### config.mk
export PLATFORM = sky130hd
export DESIGN_NAME = sorted_timer_queue_unit
export DESIGN_NICKNAME = d
export VERILOG_FILES = /design/src/stq_pkg.sv /design/src/sorted_timer_queue_unit.sv /design/src/stq_ctrl.sv /design/src/stq_dp.sv
export SDC_FILE = /design/constraint.sdc
export NUM_CORES = 1
export LEC_CHECK = 0
export BUFFER_PORTS_ARGS = -buffer_cell sky130_fd_sc_hd__buf_2
export CORE_ASPECT_RATIO = 1.25
export CORE_MARGIN = 5
export CORE_UTILIZATION = 39
export DETAILED_ROUTE_END_ITERATION = 6
export SETUP_SLACK_MARGIN = 0.4
export SYNTH_ARGS = -nofsm -noshare
export SYNTH_HDL_FRONTEND = slang
export SYNTH_HIERARCHICAL = 1
export SYNTH_SLANG_ARGS = --single-unit
### constraint.sdc
create_clock -name clk -period 12.4 [get_ports clk]
set_input_delay 1.24 -clock clk [delete_from_list [all_inputs] [get_ports clk]]
set_output_delay 1.24 -clock clk [all_outputs]
set_load 0.02 [all_outputs]
### src/stq_pkg.sv
`timescale 1ns / 1ps
// Shared types and constants for the sorted timer queue.
// No dependencies; every other file of the block imports this package.
package stq_pkg;

  localparam int SLOTS_DEF     = 16;
  localparam int TICK_BITS_DEF = 32;
  localparam int MAX_RESULTS   = 16;
  localparam int ID_W          = 4;
  localparam int ID_COUNT      = 16;
  localparam int KIND_W        = 3;
  localparam int FIELD_W       = 32;
  localparam int S_TDATA_W     = 40;
  localparam int M_TDATA_W     = 104;

  localparam logic REQ_TICK  = 1'b0;
  localparam logic REQ_SCHED = 1'b1;

  typedef enum logic [KIND_W-1:0] {
    KIND_SCHED     = 3'd0,
    KIND_EXPIRED   = 3'd1,
    KIND_IDLE_TICK = 3'd2,
    KIND_DUP       = 3'd3,
    KIND_FULL      = 3'd4
  } kind_t;

  typedef enum logic [3:0] {
    ST_IDLE,
    ST_DISPATCH,
    ST_TICK_CHECK,
    ST_POP,
    ST_LOAD_RD,
    ST_LOAD,
    ST_SCAN_RD,
    ST_SCAN_CMP,
    ST_SHIFT,
    ST_SHIFT_RD,
    ST_SHIFT_WR,
    ST_INSERT,
    ST_SCHED_EMIT,
    ST_REJECT
  } state_t;

  typedef enum logic [1:0] {
    RD_SCAN,
    RD_SHIFT,
    RD_HEAD
  } rd_sel_t;

  typedef enum logic {
    WR_SHIFT,
    WR_INSERT
  } wr_sel_t;

  typedef enum logic [1:0] {
    EM_PENDING,
    EM_IDLE_TICK,
    EM_SCHED,
    EM_REJECT
  } emit_sel_t;

  // Controller to datapath
  typedef struct packed {
    logic      cap_req;
    logic      tick_inc;
    logic      clr_n;
    logic      k_clr;
    logic      k_inc;
    logic      j_load;
    logic      j_dec;
    rd_sel_t   rd_sel;
    logic      wr_en;
    wr_sel_t   wr_sel;
    logic      insert;
    logic      pop;
    logic      load_head;
    logic      emit;
    emit_sel_t emit_sel;
  } cmd_t;

  // Datapath to controller
  typedef struct packed {
    logic is_sched;
    logic dup;
    logic full;
    logic len_zero;
    logic len_one;
    logic more;
    logic has_pend;
    logic past;
    logic scan_last;
    logic j_at_k;
    logic out_free;
  } sts_t;

endpackage

### src/sorted_timer_queue_unit.sv
`timescale 1ns / 1ps
// Sorted timer queue: a free-running tick counter and up to SLOTS timers held in
// deadline order in a single-port-read, single-port-write ring memory. A tick word
// (tuser 0) advances the count and reports every timer whose deadline has been
// reached, head first, at most 16 per tick, the final one marked by tlast; with
// none due it gives one "nothing expired" word. A schedule word (tuser 1) gives one
// result word. One request is handled at a time. The slot memory gives one read and
// one write per cycle; a stalled result word holds the block until the output is free.
// No clearing pass after reset: the queue starts empty.
// Depends on stq_pkg, stq_ctrl and stq_dp.
module sorted_timer_queue_unit #(
  parameter int SLOTS     = stq_pkg::SLOTS_DEF,
  parameter int TICK_BITS = stq_pkg::TICK_BITS_DEF
) (
  input  logic                          clk,
  input  logic                          rst,
  input  logic                          s_tvalid,
  output logic                          s_tready,
  // timer_id [3:0], deadline [35:4], zero fill [39:36]
  input  logic [stq_pkg::S_TDATA_W-1:0] s_tdata,
  // req_type
  input  logic                          s_tuser,
  output logic                          m_tvalid,
  input  logic                          m_tready,
  // timer_id_res [3:0], fire_time [35:4], now_ticks [67:36], queue_empty [68],
  // next_deadline [100:69], zero fill [103:101]
  output logic [stq_pkg::M_TDATA_W-1:0] m_tdata,
  // result_kind
  output logic [stq_pkg::KIND_W-1:0]    m_tuser,
  // last
  output logic                          m_tlast
);
  import stq_pkg::*;

  cmd_t cmd;
  sts_t sts;

  stq_ctrl u_ctrl (
    .clk      (clk),
    .rst      (rst),
    .s_tvalid (s_tvalid),
    .s_tready (s_tready),
    .sts      (sts),
    .cmd      (cmd)
  );

  stq_dp #(
    .SLOTS     (SLOTS),
    .TICK_BITS (TICK_BITS)
  ) u_dp (
    .clk      (clk),
    .rst      (rst),
    .cmd      (cmd),
    .sts      (sts),
    .s_tdata  (s_tdata),
    .s_tuser  (s_tuser),
    .m_tvalid (m_tvalid),
    .m_tready (m_tready),
    .m_tdata  (m_tdata),
    .m_tuser  (m_tuser),
    .m_tlast  (m_tlast)
  );

endmodule

### src/stq_ctrl.sv
`timescale 1ns / 1ps
// Sequencer of the sorted timer queue: walks scan, shift, insert and expiry steps.
// Depends on stq_pkg; drives the datapath stq_dp through cmd_t and reads sts_t.
module stq_ctrl (
  input  logic          clk,
  input  logic          rst,
  input  logic          s_tvalid,
  output logic          s_tready,
  input  stq_pkg::sts_t sts,
  output stq_pkg::cmd_t cmd
);
  import stq_pkg::*;

  state_t state, state_next;

  always_ff @(posedge clk) begin
    if (rst) begin
      state <= ST_IDLE;
    end else begin
      state <= state_next;
    end
  end

  always_comb begin
    state_next = state;
    cmd        = '0;
    s_tready   = 1'b0;
    case (state)
      ST_IDLE: begin
        s_tready = 1'b1;
        if (s_tvalid) begin
          cmd.cap_req = 1'b1;
          state_next  = ST_DISPATCH;
        end
      end
      ST_DISPATCH: begin
        if (!sts.is_sched) begin
          cmd.tick_inc = 1'b1;
          cmd.clr_n    = 1'b1;
          state_next   = ST_TICK_CHECK;
        end else begin
          cmd.k_clr = 1'b1;
          if (sts.dup || sts.full) begin
            state_next = ST_REJECT;
          end else if (sts.len_zero) begin
            cmd.j_load = 1'b1;
            state_next = ST_SHIFT;
          end else begin
            state_next = ST_SCAN_RD;
          end
        end
      end
      ST_TICK_CHECK: begin
        // a popped timer is reported only once the next head is known
        if (sts.has_pend) begin
          if (sts.out_free) begin
            cmd.emit     = 1'b1;
            cmd.emit_sel = EM_PENDING;
            state_next   = sts.more ? ST_POP : ST_IDLE;
          end
        end else if (sts.more) begin
          state_next = ST_POP;
        end else if (sts.out_free) begin
          cmd.emit     = 1'b1;
          cmd.emit_sel = EM_IDLE_TICK;
          state_next   = ST_IDLE;
        end
      end
      ST_POP: begin
        cmd.pop    = 1'b1;
        state_next = sts.len_one ? ST_TICK_CHECK : ST_LOAD_RD;
      end
      ST_LOAD_RD: begin
        cmd.rd_sel = RD_HEAD;
        state_next = ST_LOAD;
      end
      ST_LOAD: begin
        cmd.load_head = 1'b1;
        state_next    = ST_TICK_CHECK;
      end
      ST_SCAN_RD: begin
        cmd.rd_sel = RD_SCAN;
        state_next = ST_SCAN_CMP;
      end
      ST_SCAN_CMP: begin
        if (sts.past) begin
          cmd.k_inc = 1'b1;
          if (sts.scan_last) begin
            cmd.j_load = 1'b1;
            state_next = ST_SHIFT;
          end else begin
            state_next = ST_SCAN_RD;
          end
        end else begin
          cmd.j_load = 1'b1;
          state_next = ST_SHIFT;
        end
      end
      ST_SHIFT: begin
        state_next = sts.j_at_k ? ST_INSERT : ST_SHIFT_RD;
      end
      ST_SHIFT_RD: begin
        cmd.rd_sel = RD_SHIFT;
        state_next = ST_SHIFT_WR;
      end
      ST_SHIFT_WR: begin
        cmd.wr_en  = 1'b1;
        cmd.wr_sel = WR_SHIFT;
        cmd.j_dec  = 1'b1;
        state_next = ST_SHIFT;
      end
      ST_INSERT: begin
        cmd.wr_en  = 1'b1;
        cmd.wr_sel = WR_INSERT;
        cmd.insert = 1'b1;
        state_next = ST_SCHED_EMIT;
      end
      ST_SCHED_EMIT: begin
        if (sts.out_free) begin
          cmd.emit     = 1'b1;
          cmd.emit_sel = EM_SCHED;
          state_next   = ST_IDLE;
        end
      end
      ST_REJECT: begin
        if (sts.out_free) begin
          cmd.emit     = 1'b1;
          cmd.emit_sel = EM_REJECT;
          state_next   = ST_IDLE;
        end
      end
      default: begin
        state_next = ST_IDLE;
      end
    endcase
  end

endmodule

### src/stq_dp.sv
`timescale 1ns / 1ps
// Datapath of the sorted timer queue: tick counter, ring-buffer slot memory,
// head copy, queued flags and the output word register. Depends on stq_pkg.
module stq_dp #(
  parameter int SLOTS     = stq_pkg::SLOTS_DEF,
  parameter int TICK_BITS = stq_pkg::TICK_BITS_DEF
) (
  input  logic                           clk,
  input  logic                           rst,
  input  stq_pkg::cmd_t                  cmd,
  output stq_pkg::sts_t                  sts,
  input  logic [stq_pkg::S_TDATA_W-1:0]  s_tdata,
  input  logic                           s_tuser,
  output logic                           m_tvalid,
  input  logic                           m_tready,
  output logic [stq_pkg::M_TDATA_W-1:0]  m_tdata,
  output logic [stq_pkg::KIND_W-1:0]     m_tuser,
  output logic                           m_tlast
);
  import stq_pkg::*;

  localparam int PW    = (SLOTS > 1) ? $clog2(SLOTS) : 1;
  localparam int LW    = $clog2(SLOTS + 1);
  localparam int NW    = $clog2(MAX_RESULTS + 1);
  localparam int ENT_W = ID_W + TICK_BITS;

  // slot memory, ring addressed from head_ptr
  logic [ENT_W-1:0]     mem [SLOTS];
  logic [ENT_W-1:0]     rd_data;
  logic [PW-1:0]        raddr, waddr;
  logic [ENT_W-1:0]     wdata;

  logic [TICK_BITS-1:0] now_cnt;
  logic [PW-1:0]        head_ptr;
  logic [LW-1:0]        len;
  logic [ID_COUNT-1:0]  qflags;
  logic [TICK_BITS-1:0] head_dl;
  logic [ID_W-1:0]      head_id;
  logic [LW-1:0]        k, j;
  logic [NW-1:0]        n;
  logic [ID_W-1:0]      pend_id;
  logic [TICK_BITS-1:0] pend_dl;
  logic                 req_sched;
  logic [ID_W-1:0]      req_id;
  logic [TICK_BITS-1:0] req_dl;

  logic [TICK_BITS-1:0] scan_diff, head_diff;
  logic                 occurred;
  logic [LW-1:0]        roff, woff;
  logic [PW-1:0]        head_ptr_inc;

  logic [KIND_W-1:0]    em_kind;
  logic [ID_W-1:0]      em_id;
  logic [TICK_BITS-1:0] em_fire;
  logic                 em_last;

  function automatic logic [PW-1:0] ring_idx(input logic [PW-1:0] base,
                                             input logic [PW-1:0] off);
    logic [PW:0] sum;
    sum = {1'b0, base} + {1'b0, off};
    if (sum >= (PW+1)'(SLOTS)) begin
      sum = sum - (PW+1)'(SLOTS);
    end
    return sum[PW-1:0];
  endfunction

  // read and write offsets relative to the head
  always_comb begin
    case (cmd.rd_sel)
      RD_SCAN:  roff = k;
      RD_SHIFT: roff = j - LW'(1);
      RD_HEAD:  roff = '0;
      default:  roff = '0;
    endcase
    woff  = (cmd.wr_sel == WR_SHIFT) ? j : k;
    wdata = (cmd.wr_sel == WR_SHIFT) ? rd_data : {req_id, req_dl};
    raddr = ring_idx(head_ptr, roff[PW-1:0]);
    waddr = ring_idx(head_ptr, woff[PW-1:0]);
  end

  always_ff @(posedge clk) begin
    rd_data <= mem[raddr];
    if (cmd.wr_en) begin
      mem[waddr] <= wdata;
    end
  end

  // wraparound compares: past when the difference has its top bit set
  assign scan_diff    = rd_data[TICK_BITS-1:0] - req_dl;
  assign head_diff    = head_dl - now_cnt;
  assign occurred     = (head_dl == now_cnt) || head_diff[TICK_BITS-1];
  assign head_ptr_inc = (head_ptr == PW'(SLOTS - 1)) ? '0 : head_ptr + PW'(1);

  always_comb begin
    sts.is_sched  = req_sched;
    sts.dup       = qflags[req_id];
    sts.full      = (len == LW'(SLOTS));
    sts.len_zero  = (len == '0);
    sts.len_one   = (len == LW'(1));
    sts.more      = (len != '0) && occurred && (n < NW'(MAX_RESULTS));
    sts.has_pend  = (n != '0);
    sts.past      = scan_diff[TICK_BITS-1];
    sts.scan_last = ((k + LW'(1)) == len);
    sts.j_at_k    = (j == k);
    sts.out_free  = !m_tvalid || m_tready;
  end

  always_comb begin
    case (cmd.emit_sel)
      EM_PENDING: begin
        em_kind = KIND_EXPIRED;
        em_id   = pend_id;
        em_fire = pend_dl;
        em_last = !sts.more;
      end
      EM_IDLE_TICK: begin
        em_kind = KIND_IDLE_TICK;
        em_id   = '0;
        em_fire = '0;
        em_last = 1'b1;
      end
      EM_SCHED: begin
        em_kind = KIND_SCHED;
        em_id   = req_id;
        em_fire = req_dl;
        em_last = 1'b1;
      end
      EM_REJECT: begin
        em_kind = qflags[req_id] ? KIND_DUP : KIND_FULL;
        em_id   = req_id;
        em_fire = '0;
        em_last = 1'b1;
      end
      default: begin
        em_kind = KIND_IDLE_TICK;
        em_id   = '0;
        em_fire = '0;
        em_last = 1'b1;
      end
    endcase
  end

  // control state
  always_ff @(posedge clk) begin
    if (rst) begin
      now_cnt  <= '0;
      head_ptr <= '0;
      len      <= '0;
      qflags   <= '0;
      n        <= '0;
      m_tvalid <= 1'b0;
    end else begin
      if (cmd.tick_inc) begin
        now_cnt <= now_cnt + TICK_BITS'(1);
      end
      if (cmd.clr_n) begin
        n <= '0;
      end else if (cmd.pop) begin
        n <= n + NW'(1);
      end
      if (cmd.pop) begin
        head_ptr        <= head_ptr_inc;
        len             <= len - LW'(1);
        qflags[head_id] <= 1'b0;
      end else if (cmd.insert) begin
        len            <= len + LW'(1);
        qflags[req_id] <= 1'b1;
      end
      if (cmd.emit) begin
        m_tvalid <= 1'b1;
      end else if (m_tready) begin
        m_tvalid <= 1'b0;
      end
    end
  end

  // payload
  always_ff @(posedge clk) begin
    if (cmd.cap_req) begin
      req_sched <= s_tuser;
      req_id    <= s_tdata[ID_W-1:0];
      req_dl    <= TICK_BITS'(s_tdata[ID_W +: FIELD_W]);
    end
    if (cmd.k_clr) begin
      k <= '0;
    end else if (cmd.k_inc) begin
      k <= k + LW'(1);
    end
    if (cmd.j_load) begin
      j <= len;
    end else if (cmd.j_dec) begin
      j <= j - LW'(1);
    end
    if (cmd.pop) begin
      pend_id <= head_id;
      pend_dl <= head_dl;
    end
    if (cmd.insert && (k == '0)) begin
      head_dl <= req_dl;
      head_id <= req_id;
    end else if (cmd.load_head) begin
      head_dl <= rd_data[TICK_BITS-1:0];
      head_id <= rd_data[ENT_W-1:TICK_BITS];
    end
    if (cmd.emit) begin
      m_tuser <= em_kind;
      m_tlast <= em_last;
      m_tdata <= {3'b000,
                  (len == '0) ? FIELD_W'(0) : FIELD_W'(head_dl),
                  (len == '0),
                  FIELD_W'(now_cnt),
                  FIELD_W'(em_fire),
                  em_id};
    end
  end

endmodule

# After elaboration in Yosys (flattened, before gate mapping)
# Memories as Yosys holds them, arrays and structs flattened. A register that Yosys moved wholly into a read port is not among the register bits.
# Index checks and enable logic that the tools add are counted.
[totals]
regBits = 291
n_memories = 1
word_cells = 168
inputBits = 45
ram_bits = 576
[mem_list]
columns = ["memory", "words", "width", "rd", "rd_ports_with_merged_regs", "wr", "line_no", "text"]
rows = [
  ["u_dp.mem", 16, 36, 1, 1, 1, "stq_dp.sv:28", "logic [ENT_W-1:0] mem [SLOTS];"],
]
[classes]
bitwise_logic = 3
order_cmp = 7
eq_ne = 25
addsub = 13
n_reduce_logical = 27
muxes = 72
[op_table]
columns = ["op", "n"]
rows = [
  ["32-bit one-hot mux with 3 select lines", 1],
  ["32-bit 2-to-1 mux", 2],
  ["4-bit 2-to-1 mux", 16],
  ["32-bit subtractor", 2],
  ["4-bit one-hot mux with 13 select lines", 1],
  ["36-bit 2-to-1 mux", 1],
  ["32-bit by 1-bit adder with 32-bit output, second input constant", 1],
  ["32-bit equality test", 1],
  ["16-bit 2-to-1 mux", 2],
  ["4-bit equality test, second input constant", 7],
  ["3-bit 2-to-1 mux", 9],
  ["1-bit 2-to-1 mux", 22],
  ["5-bit 2-to-1 mux", 4],
  ["16-bit bitwise AND", 1],
  ["4-bit by 3-bit equality test with 1-bit output, second input constant", 4],
  ["16-bit NOT", 1],
  ["16-bit OR", 1],
  ["5-bit by 1-bit adder with 5-bit output, second input constant", 3],
  ["3-bit one-hot mux with 4 select lines", 1],
  ["4-bit one-hot mux with 3 select lines", 1],
  ["4-bit by 4-bit adder with 5-bit output", 2],
  ["5-bit equality test", 2],
  ["5-bit greater-or-equal comparator, second input constant", 2],
  ["5-bit zero test", 2],
  ["other kinds (31)", 58],
]

# Depth between registers and ports, before layout
[logic_depth]
word_depth = 10
depth_mapped = 15
mapped_depth_nobuf = 13

# Modules after synthesis
# Netlist, hierarchy kept.
[by_module_without_submodules]
columns = ["mod", "seq_area_each_um2", "cells_each", "instances", "area_per_inst_um2"]
rows = [
  ["stq_dp", 25954.9, 1931, 1, 36042.1],
  ["stq_ctrl", 80.1, 81, 1, 514.2],
]

# Worst setup path before layout
# OpenSTA, ideal clock, no wires.
[synth_timing]
path_type = "register -> register"
from = "reg u_dp.now_cnt[24]"
to = "reg u_dp/m_tdata[0] in the netlist's numbering, enable pin"
path_buffers = 0
stages_incl_launch_ff = 12
path_slack_ns = 7.268
t_required_ns = 11.923
period_less_slack_ns = 5.132
arrival_time_ns = 4.655
path_cell_list = "dfxtp_1 inv_1 ha_1 nand3_1 nor4_1 nand2_1 a31o_2 o211ai_1 mux2_2 nor2b_1 o22ai_1 and2_1"
[synth_rtl]
columns = ["element", "line_no", "text"]
rows = [
  ["start: declaration", "stq_dp.sv:33", "logic [TICK_BITS-1:0] now_cnt;"],
  ["start signal: assignment", "stq_dp.sv:154", "now_cnt <= now_cnt + TICK_BITS'(1);"],
  ["end signal: assignment", "stq_dp.sv:208", "m_tdata <= {3'b000,"],
  ["end: declaration", "stq_dp.sv:16", "output logic [stq_pkg::M_TDATA_W-1:0] m_tdata,"],
]

==> reports/metrics.cfg <==
[synthesis]
synth_fa_ha_area_share_pct=2.78
synth_compound_area_share_pct=2.55
yosysTopAreaCell=edfxtp_1
ys_ff_latch=903
synthCells=2012
yosys_warnings=6
synthArstFlopShare_pct=0
syn_area_per_cell_sq_um=18.2
synth_top_area_share_pct=65.3
netlist_area_sq_mm=0.0366
synthTopCellsByArea=edfxtp_1, mux4_2, dfxtp_1, ha_1, mux2_2
yosysUniqueCellTypes=78
synth_top_family_by_area=multiplexers
synth_edf_count=795
synth-simple-area-share_pct=4.67
synth-xor-area-share_pct=1.58
ys_seq_area_share_pct=71.2
synthMuxAreaShare_pct=15.2
synth-main-ff-cell=edfxtp_1

[cts]
cts_tree=yes
clk_latency_ps=640
cts_buffers=82
htreeDepth=3
cts_setup_buffers=0
ctsResizeCount=0
cts.path.max_buffers=3
clock_sinks=903
root_buffer=clkbuf_16
cts_hold_buf=0
cts.clk_slew.worst_paths_ps=60

[place]
place.gp.congestion=0.832
place_worst_setup_slack_ps=6530
dp_hpwl_um=48600
port_buffers=147

[status]
outcome=completed

[layout]
drive_gt1_share_pct=25.4
layout.cells.most_common_list=edfxtp_1, mux4_2, buf_2
seq_area_sq_mm=0.0260
nNetsFinal=2313
layout_commonest_cell=edfxtp_1
multiInputGateArea_sq_mm=0.0100
fillers=7883
antennaDiodeCount=0
syn2layout_area_growth_pct=13.8

[global_route]
grt_max_degree=72
grt_usage_pct=16.5
grt_pass1_wl_um=125000
antenna_found_initial=0
grt-ovfl-total=0
grt_pass1_vias=19600

[drt]
firstDrtPassIters=5
drc_errors=0
drt_iter0_markers=1515
wirelength_um=84100
via_count=18900
wl_per_cell_um=24.3
ant_nets=0
via_per_inst=5.45

[floorplan]
floorplan.io_pins=155
start_util_pct=39.3
fp-row-count=125
die_w_um=284
dieArea_sq_mm=0.100
coreArea_sq_mm=0.0931
fp.dieH_um=352

[sta]
worst_slew_pin_slew_ps=1140
clock_skew_ps=21.6
finalCritPeriodShare_pct=47.1
max_freq_mhz=171
drv_slew=0
post-route-min-period_ps=5840
rsz0062_at_grt=false
hold_viol=0
tns_ps=0
fin_ws_ps=6560
slew_headroom_pct=23.9
finalSetupViolations=0

[worst_setup_path]
worstPathRequired_ps=12890
crit_type=flip-flop to flip-flop
worst-path-max-fanout=66
cp.arrival_ps=6330
max_stage_delay_ps=960
cpMostUsedCell=buf_4
critPathCaptureType=flip-flop
critPathSlowestCell=fa_4
path_cells=inv_1 > nor4_1 > a211oi_1 > ha_4 > fa_4 > buf_4 > buf_4 > mux4_2 > mux4_1
start_kind=flip-flop

[pwr]
power_density_mw_per_mm2=158
ir_worst_vdd_uv=95.4
leakage_nw=13.5

[min_path]
min_path_type=flip-flop to flip-flop

[flow_run]
max_cap_violations=0

layout make-up:
type | count | area share [%]
sequential | 903 | 62.6
multi-input combinational | 941 | 24.1
clock buffer | 112 | 5.50
tap | 1206 | 3.63
timing repair buffer | 181 | 2.38
clock inverter | 40 | 1.14
inverter | 79 | 0.713
critical path, delay by kind of cell, from the launching register on:
| kind | cells | cell delay [ps] |
|---|---|---|
| simple gates | 1 | 690 |
| flops | 1 | 650 |
| mux | 2 | 950 |
| fa+ha+maj | 2 | 1190 |
| buf+inv | 3 | 1920 |
| compound gates | 1 | 210 |
metal layers:
metal / track usage [%] / up-vias / part of all wire [%]
met3: 2.59 / 122 / 5.6
li1: - / 8301 / -
met5: 0 / - / 0
met1: 21.4 / 9842 / 41
met2: 28.5 / 613 / 51
met4: 5.31 / 0 / 2.7
state kept, by name, indices dropped and copies added (netlist names), 16 cells and up:
signal	flops
u_dp/pend_dl	32
u_dp/mem	576
u_dp/qflags	16
u_dp/rd_data	36
u_dp/req_dl	32
u_dp/now_cnt	32
u_dp/m_tdata	101
u_dp/head_dl	32
cell usage after synthesis, types with 6 or more instances:
| master | count |
|---|---|
| a21o_1 | 8 |
| o22ai_1 | 6 |
| buf_1 | 7 |
| buf_2 | 8 |
| and3_1 | 6 |
| clkbuf_1 | 65 |
| xor2_1 | 18 |
| ha_1 | 78 |
| a31oi_1 | 8 |
| nor4_1 | 7 |
| mux2_2 | 76 |
| xnor2_1 | 46 |
| nand3_1 | 19 |
| nor2b_1 | 40 |
| o21ai_0 | 21 |
| nand2_1 | 57 |
| mux4_2 | 153 |
| mux2i_1 | 43 |
| dfxtp_1 | 108 |
| inv_1 | 79 |
| nand4_1 | 18 |
| nor3_1 | 25 |
| a21oi_1 | 42 |
| buf_4 | 6 |
| nor2_1 | 132 |
| edfxtp_1 | 795 |
| a211oi_1 | 17 |
| or3_1 | 6 |
| mux4_1 | 32 |
worst paths after layout:
path / from / endpoint / depth (start not counted) / slack [ps]
max: u_ctrl/state[2] / u_dp/rd_data[13] / 9 / 6560
min: u_dp/now_cnt[23] / u_dp/m_tdata[59] / 0 / 460
max reg2reg: u_ctrl/state[2] / u_dp/rd_data[13] / 9 / 6560
min reg2reg: u_dp/now_cnt[23] / u_dp/m_tdata[59] / 0 / 460
metrics by stage:
stage / power [W] / hold slack [ps] / instance area (sq um) / util (%) / instances
after global routing: 0.00681 / 482 / 41600 / 44.7 / 3462
after CTS: 0.00665 / 466 / 41600 / 44.7 / 3462
after floorplan: 0.00387 / 422 / 36600 / - / 2014
after detailed placement: 0.00406 / 451 / 38800 / 41.7 / 3310
final: 0.00658 / 464 / 41600 / 44.7 / 3462
after global placement: 0.00404 / 447 / 38800 / 41.7 / 3310
report_power, final:
| group | switching, W | internal (W) |
|---|---|---|
| Combinational | 0.000293 | 0.000189 |
| Clock | 0.00110 | 0.00149 |
| Sequential | 0.0000796 | 0.00343 |
cells by family after synthesis:
logic type | count (synthesis)
and+or+nand+nor | 347
muxes | 304
other | 1
AOI/OAI and AO/OA | 142
xor gates and xnor gates | 65
DFF | 903
buffers and inverters | 170
adders and majority gates | 80
Note: power is estimated with default switching activity, not from simulation.
